## config.mk

```make
export PLATFORM = sky130hd
export DESIGN_NAME = signed_divide_round_half_even
export DESIGN_NICKNAME = d
export VERILOG_FILES = /design/src/design/sdrhe_pkg.sv /design/src/design/signed_divide_round_half_even.sv
export SDC_FILE = /design/constraint.sdc
export NUM_CORES = 2
export LEC_CHECK = 0
export BUFFER_PORTS_ARGS = -buffer_cell sky130_fd_sc_hd__buf_2
export CAP_MARGIN = 20
export CORE_MARGIN = 2
export CORE_UTILIZATION = 59
export CTS_CLUSTER_DIAMETER = 40
export DETAILED_ROUTE_END_ITERATION = 16
export PLACE_DENSITY = 0.76
export SLEW_MARGIN = 40
export SYNTH_ARGS = -nofsm -noshare
export SYNTH_HDL_FRONTEND = slang
export SYNTH_SLANG_ARGS = --single-unit
```

## constraint.sdc

```tcl
create_clock -name clk_i -period 27 [get_ports clk_i]
set_clock_uncertainty 0.15 [all_clocks]
set_input_delay 5.4 -clock clk_i [delete_from_list [all_inputs] [get_ports clk_i]]
set_output_delay 5.4 -clock clk_i [all_outputs]
set_load 0.05 [all_outputs]
```

## src/design/sdrhe_pkg.sv

```systemverilog
package sdrhe_pkg;

  localparam int DataW         = 32;
  localparam int StepsPerStage = 4;
  localparam int DivStages     = DataW / StepsPerStage;

  typedef struct packed {
    logic [DataW-1:0] rem;
    logic [DataW-1:0] acc;
    logic [DataW-1:0] den;
    logic             neg;
    logic             zero;
  } div_stage_t;

  function automatic div_stage_t div_steps(input div_stage_t s);
    div_stage_t     r;
    logic [DataW:0] part;
    logic [DataW:0] diff;
    r = s;
    for (int i = 0; i < StepsPerStage; i++) begin
      part = {r.rem, r.acc[DataW-1]};
      diff = part - {1'b0, r.den};
      if (part >= {1'b0, r.den}) begin
        r.rem = diff[DataW-1:0];
        r.acc = {r.acc[DataW-2:0], 1'b1};
      end else begin
        r.rem = part[DataW-1:0];
        r.acc = {r.acc[DataW-2:0], 1'b0};
      end
    end
    return r;
  endfunction

endpackage

```

## src/design/signed_divide_round_half_even.sv

```systemverilog
// Signed divide with round half to even.
// Input channel s_axis: tdata carries the signed dividend in bits [31:0] and the
// unsigned divisor in bits [63:32]. Output channel m_axis: tdata carries the
// signed quotient, the magnitude of the dividend divided by the divisor, rounded
// to nearest with exact halves going to the even value, then given the sign of
// the dividend. A zero divisor returns zero.
// From acceptance to tvalid on the output, an item passes through eleven
// register stages: one holds the magnitude, eight each retire four quotient bits
// of a restoring divider, one rounds and one output stage restores the sign.
// Throughput: one item per cycle; every stage holds one item with its own valid bit.
// Reset clears all valid bits, so the pipe comes up empty and ready.
// When the receiver stalls with a result waiting, the whole pipe holds and
// s_axis_tready drops; no item is lost or repeated. While the output register is
// empty or being taken, the pipe advances and a new item is taken each cycle.
module signed_divide_round_half_even
  import sdrhe_pkg::*;
(
  input  logic                 clk_i,
  input  logic                 rst_ni,
  input  logic                 s_axis_tvalid_i,
  output logic                 s_axis_tready_o,
  input  logic [2*DataW-1:0]   s_axis_tdata_i,   // dividend [31:0], divisor [63:32]
  output logic                 m_axis_tvalid_o,
  input  logic                 m_axis_tready_i,
  output logic [DataW-1:0]     m_axis_tdata_o    // quotient [31:0]
);

  logic              advance;
  logic [DataW-1:0]  dividend;
  logic [DataW-1:0]  divisor;
  div_stage_t        load;

  div_stage_t        stage_q [DivStages+1];
  logic              valid_q [DivStages+1];

  logic [DataW-1:0]  rq_d;
  logic [DataW-1:0]  rq_q;
  logic              rneg_q;
  logic              rzero_q;
  logic              rvalid_q;
  logic [DataW:0]    twice_rem;
  logic              round_up;

  logic [DataW-1:0]  out_d;
  logic [DataW-1:0]  out_q;
  logic              out_neg_q;
  logic              out_valid_q;

  assign advance         = !out_valid_q || m_axis_tready_i;
  assign s_axis_tready_o = advance;
  assign dividend        = s_axis_tdata_i[DataW-1:0];
  assign divisor         = s_axis_tdata_i[2*DataW-1:DataW];

  always_comb begin
    load.rem  = '0;
    load.den  = divisor;
    load.neg  = dividend[DataW-1];
    load.zero = (divisor == '0);
    load.acc  = dividend[DataW-1] ? (DataW'(0) - dividend) : dividend;
  end

  always_ff @(posedge clk_i or negedge rst_ni) begin
    if (!rst_ni) begin
      for (int k = 0; k <= DivStages; k++) valid_q[k] <= 1'b0;
      rvalid_q    <= 1'b0;
      out_valid_q <= 1'b0;
    end else if (advance) begin
      valid_q[0] <= s_axis_tvalid_i;
      for (int k = 1; k <= DivStages; k++) valid_q[k] <= valid_q[k-1];
      rvalid_q    <= valid_q[DivStages];
      out_valid_q <= rvalid_q;
    end
  end

  always_ff @(posedge clk_i) begin
    if (advance) begin
      stage_q[0] <= load;
      for (int k = 1; k <= DivStages; k++) stage_q[k] <= div_steps(stage_q[k-1]);
    end
  end

  assign twice_rem = {stage_q[DivStages].rem, 1'b0};
  assign round_up  = (twice_rem > {1'b0, stage_q[DivStages].den}) ||
                     ((twice_rem == {1'b0, stage_q[DivStages].den}) &&
                      stage_q[DivStages].acc[0]);
  assign rq_d      = stage_q[DivStages].acc + DataW'(round_up);

  always_ff @(posedge clk_i) begin
    if (advance) begin
      rq_q    <= rq_d;
      rneg_q  <= stage_q[DivStages].neg;
      rzero_q <= stage_q[DivStages].zero;
    end
  end

  always_comb begin
    if (rzero_q) begin
      out_d = '0;
    end else if (rneg_q) begin
      out_d = DataW'(0) - rq_q;
    end else begin
      out_d = rq_q;
    end
  end

  always_ff @(posedge clk_i) begin
    if (advance) begin
      out_q     <= out_d;
      out_neg_q <= rneg_q && !rzero_q;
    end
  end

  assign m_axis_tvalid_o = out_valid_q;
  assign m_axis_tdata_o  = out_q;

`ifndef NO_ASSERTIONS
  a_stall_only_when_full: assert property (@(posedge clk_i) disable iff (!rst_ni)
    !s_axis_tready_o |-> (m_axis_tvalid_o && !m_axis_tready_i))
    else $error("input stalled without a blocked result");

  a_accept_enters_pipe: assert property (@(posedge clk_i) disable iff (!rst_ni)
    (s_axis_tvalid_i && s_axis_tready_o) |=> valid_q[0])
    else $error("accepted item did not enter the pipe");

  a_result_sign: assert property (@(posedge clk_i) disable iff (!rst_ni)
    m_axis_tvalid_o |-> (m_axis_tdata_o[DataW-1] == (out_neg_q && (out_q != '0))))
    else $error("quotient sign does not follow the dividend");
`endif

endmodule

```

==> reports/results.ini <==
[synthesis]
syn_inst = 9861
ys_seq_area_share_pct = 30.6
synth_edf_count = 916
ys_types = 109
ys.flop_type = edfxtp_1
async_reset_ff_share_pct = 1.19
netlist_area_um2 = 90900
syn_area_per_cell_um2 = 9.22
ys_ff_latch = 927
yosysWarnings = 0
syn_nets = 10989

[route]
drtPass1Iterations = 6
num_vias = 78441
finalWirelength_um = 282000
drc_errors = 0
wl_per_cell_um = 23.2
drtIter0Drc = 7191
vias_per_cell = 6.45
ant_nets = 0

[place]
place_ws_ns = 10.95
finalWeightedCongestion = 1.04
dpl.hpwl_um = 226000
dpl_cell_area_um2 = 93700
port_buffers = 101

[sta]
period_share_pct = 61.0
fmax_mhz = 60.7
final.setup.tns_ns = 0
fin_ws_ns = 10.52
rsz0062_at_grt = no
finalHoldViolations = 0
slew-limit-headroom_pct = 34.3
post-route-min-period_ns = 16.48
worstMarginPinSlew_ns = 0.975
drv_slew = 0
setup_violations = 0

[floorplan]
start_util_pct = 59.2
rows = 144
core_area_um2 = 154000
chipWidth_um = 397
fp.dieH_um = 397
fp.dieArea_um2 = 157000
io_pins = 102

[clock_network]
postCtsSetupRepairBufs = 0
clock-sinks = 927
cts_tree = done
ctsHoldBuffers = 0
ctsHtreeMaxLevel = 4
cts-resized-gates = 0
cts-buffers-inserted = 153
cts-root-buf = clkbuf_16
insertion_delay_ns = 0.82
clockBufferDepth = 3
clk_pin_slew_ns = 0.06

[grt]
grt_pass1_wl_um = 426000
track_usage_pct = 34.6
grt_pass1_vias = 75242
antenna_found_initial = 24
grt-ovfl-total = 0
grt_max_degree = 133

[critical_path]
cp_data_arrival_time_ns = 16.80
critPathLaunch = stage_q[0][199]
r2r_start = stage_q[0][199]
cp_max_fo = 32
critical-path-max-stage-delay_ns = 0.70
crit_top_cell = o21ai_0
start_kind = flip-flop
worst-r2r-cell-count = 52
crit_path_top_delay_cell = edfxtp_1
crit_type = flip-flop to flip-flop
r2r-end = stage_q[0][370]
crit_required_ns = 27.32
end_kind = flip-flop
r2r_slack_ns = 10.52

[worst_hold_path]
hold_path_class = flip-flop to flip-flop
min_to = stage_q[0][629]
worstHoldPathCells = 0
hp-start = stage_q[0][527]

[cells_and_area]
finalInstanceArea_um2 = 99300
area.growth.synth_to_final_pct = 9.22
fin_util_pct = 64.7
final_nets = 11104
drive_gt1_share_pct = 10.3

[run_status]
outcome = finished, final reports clean

[job]
max-cap-violations = 0

[synthesized netlist by cell type (53+ instances only)]
| cell type | count | area (um2) |
|---|---|---|
| nor2_1 | 677 | 2540 |
| nor3_1 | 144 | 721 |
| inv_1 | 684 | 2570 |
| nand4_1 | 131 | 820 |
| mux2i_1 | 94 | 941 |
| xnor2_1 | 603 | 5280 |
| o21bai_1 | 136 | 1020 |
| or3_1 | 61 | 382 |
| o21ai_0 | 609 | 3050 |
| a211oi_1 | 72 | 541 |
| o31ai_1 | 84 | 631 |
| nor2b_1 | 118 | 738 |
| mux2_2 | 452 | 5090 |
| a31oi_1 | 108 | 676 |
| xor2_1 | 294 | 2570 |
| nand3_1 | 187 | 936 |
| ha_1 | 1029 | 12900 |
| nand2_1 | 624 | 2340 |
| o21a_1 | 154 | 1160 |
| edfxtp_1 | 916 | 27500 |
| a21o_1 | 465 | 3490 |
| clkbuf_1 | 112 | 420 |
| a21oi_1 | 877 | 4390 |
| o211ai_1 | 53 | 398 |
| buf_2 | 56 | 280 |
| and3_1 | 95 | 594 |
| nand2b_1 | 142 | 888 |
[routing by layer]
| metal | share of wire, % | GRT usage, % | up-vias | wire length (um) |
|---|---|---|---|---|
| li1 | - | - | 37126 | - |
| met1 | 40 | 44.2 | 37272 | 114000 |
| met2 | 45 | 55.9 | 3381 | 127000 |
| met3 | 8.3 | 5.74 | 658 | 23400 |
| met4 | 6.1 | 19.0 | 4 | 17300 |
| met5 | 0.0096 | 0 | - | 27 |
[worst max-delay path, delay by kind of cell (launching register included)]
kind	cells	cell delay, ns
AO/OA/AOI/OAI	35	9.92
adder cells (fa/ha/maj)	4	1.36
buffers and inverters	5	1.48
flip-flops	1	0.70
multiplexers	1	0.43
AND/OR/NAND/NOR	7	2.05
[how the worst max path moves through the flow]
stage	slack, ns	end
6_report	10.52	stage_q[0][370]
5_1_grt	9.42	stage_q[0][475]
4_1_cts	10.87	stage_q[0][475]
3_5_place_dp	10.95	stage_q[0][775]
3_3_place_gp	11.26	stage_q[0][475]
2_1_floorplan	5.28	s_axis_tready_o
[layout by cell type, fill, tap and decap left out, drive strengths merged, types with 29 or more instances in the layout]
cell type  synthesis  layout
a211oi            76      76
a21boi            53      53
a21o             465     465
a21oi            879     879
a221o             37      37
a22o              52      52
a31oi            109     109
and2              49      49
and3              95      95
and4              37      37
buf               87     159
clkbuf           112     161
clkinv             1      51
edfxtp           916     916
fa                31      31
ha              1029    1029
inv              694     735
mux2             500     500
mux2i             95      95
nand2            624     624
nand2b           142     142
nand3            187     187
nand4            131     131
nor2             680     680
nor2b            118     118
nor3             145     145
nor4              53      53
o211ai            53      53
o21a             154     154
o21ai            627     627
o21bai           137     137
o31ai             84      84
o41ai             29      29
or2               39      39
or3               62      62
xnor2            603     603
xor2             294     294
[layout make-up]
type,count,area (um2)
fillers,12564,54200
clock inverters,120,1690
multi-input cells,8040,59800
diodes,8,20.0
inverters,695,2620
well taps,2044,2560
repair buffers,159,1030
flip-flops and latches,927,27800
clock buffers,161,3860
[per-stage QoR]
step	std cells	hold slack (ns)
after floorplan	9861	0.250
after global placement	11861	0.251
after detailed placement	11863	0.255
after CTS	12144	0.232
after global routing	12146	0.228
final	12154	0.229
[logic make-up after synthesis]
logic type	count (synthesis)	share of synthesized area, %
adders and majority gates	1060	14.8
muxes	595	7.37
buffers and inverters	894	3.87
and+or+nand+nor	2417	12.8
DFF	927	30.6
xor gates and xnor gates	897	8.64
AOI/OAI and AO/OA	3071	21.9
[state kept, by name (all words and copies together), names as in the netlist]
name / flops
rzero_q: 1
rq_q: 32
stage_q: 850
m_axis_tvalid_o: 1
rvalid_q: 1
rneg_q: 1
m_axis_tdata_o: 32
valid_q: 9
Power is not shown: default switching activity piles up to over one toggle a cycle in this logic, so the estimate is an artifact.
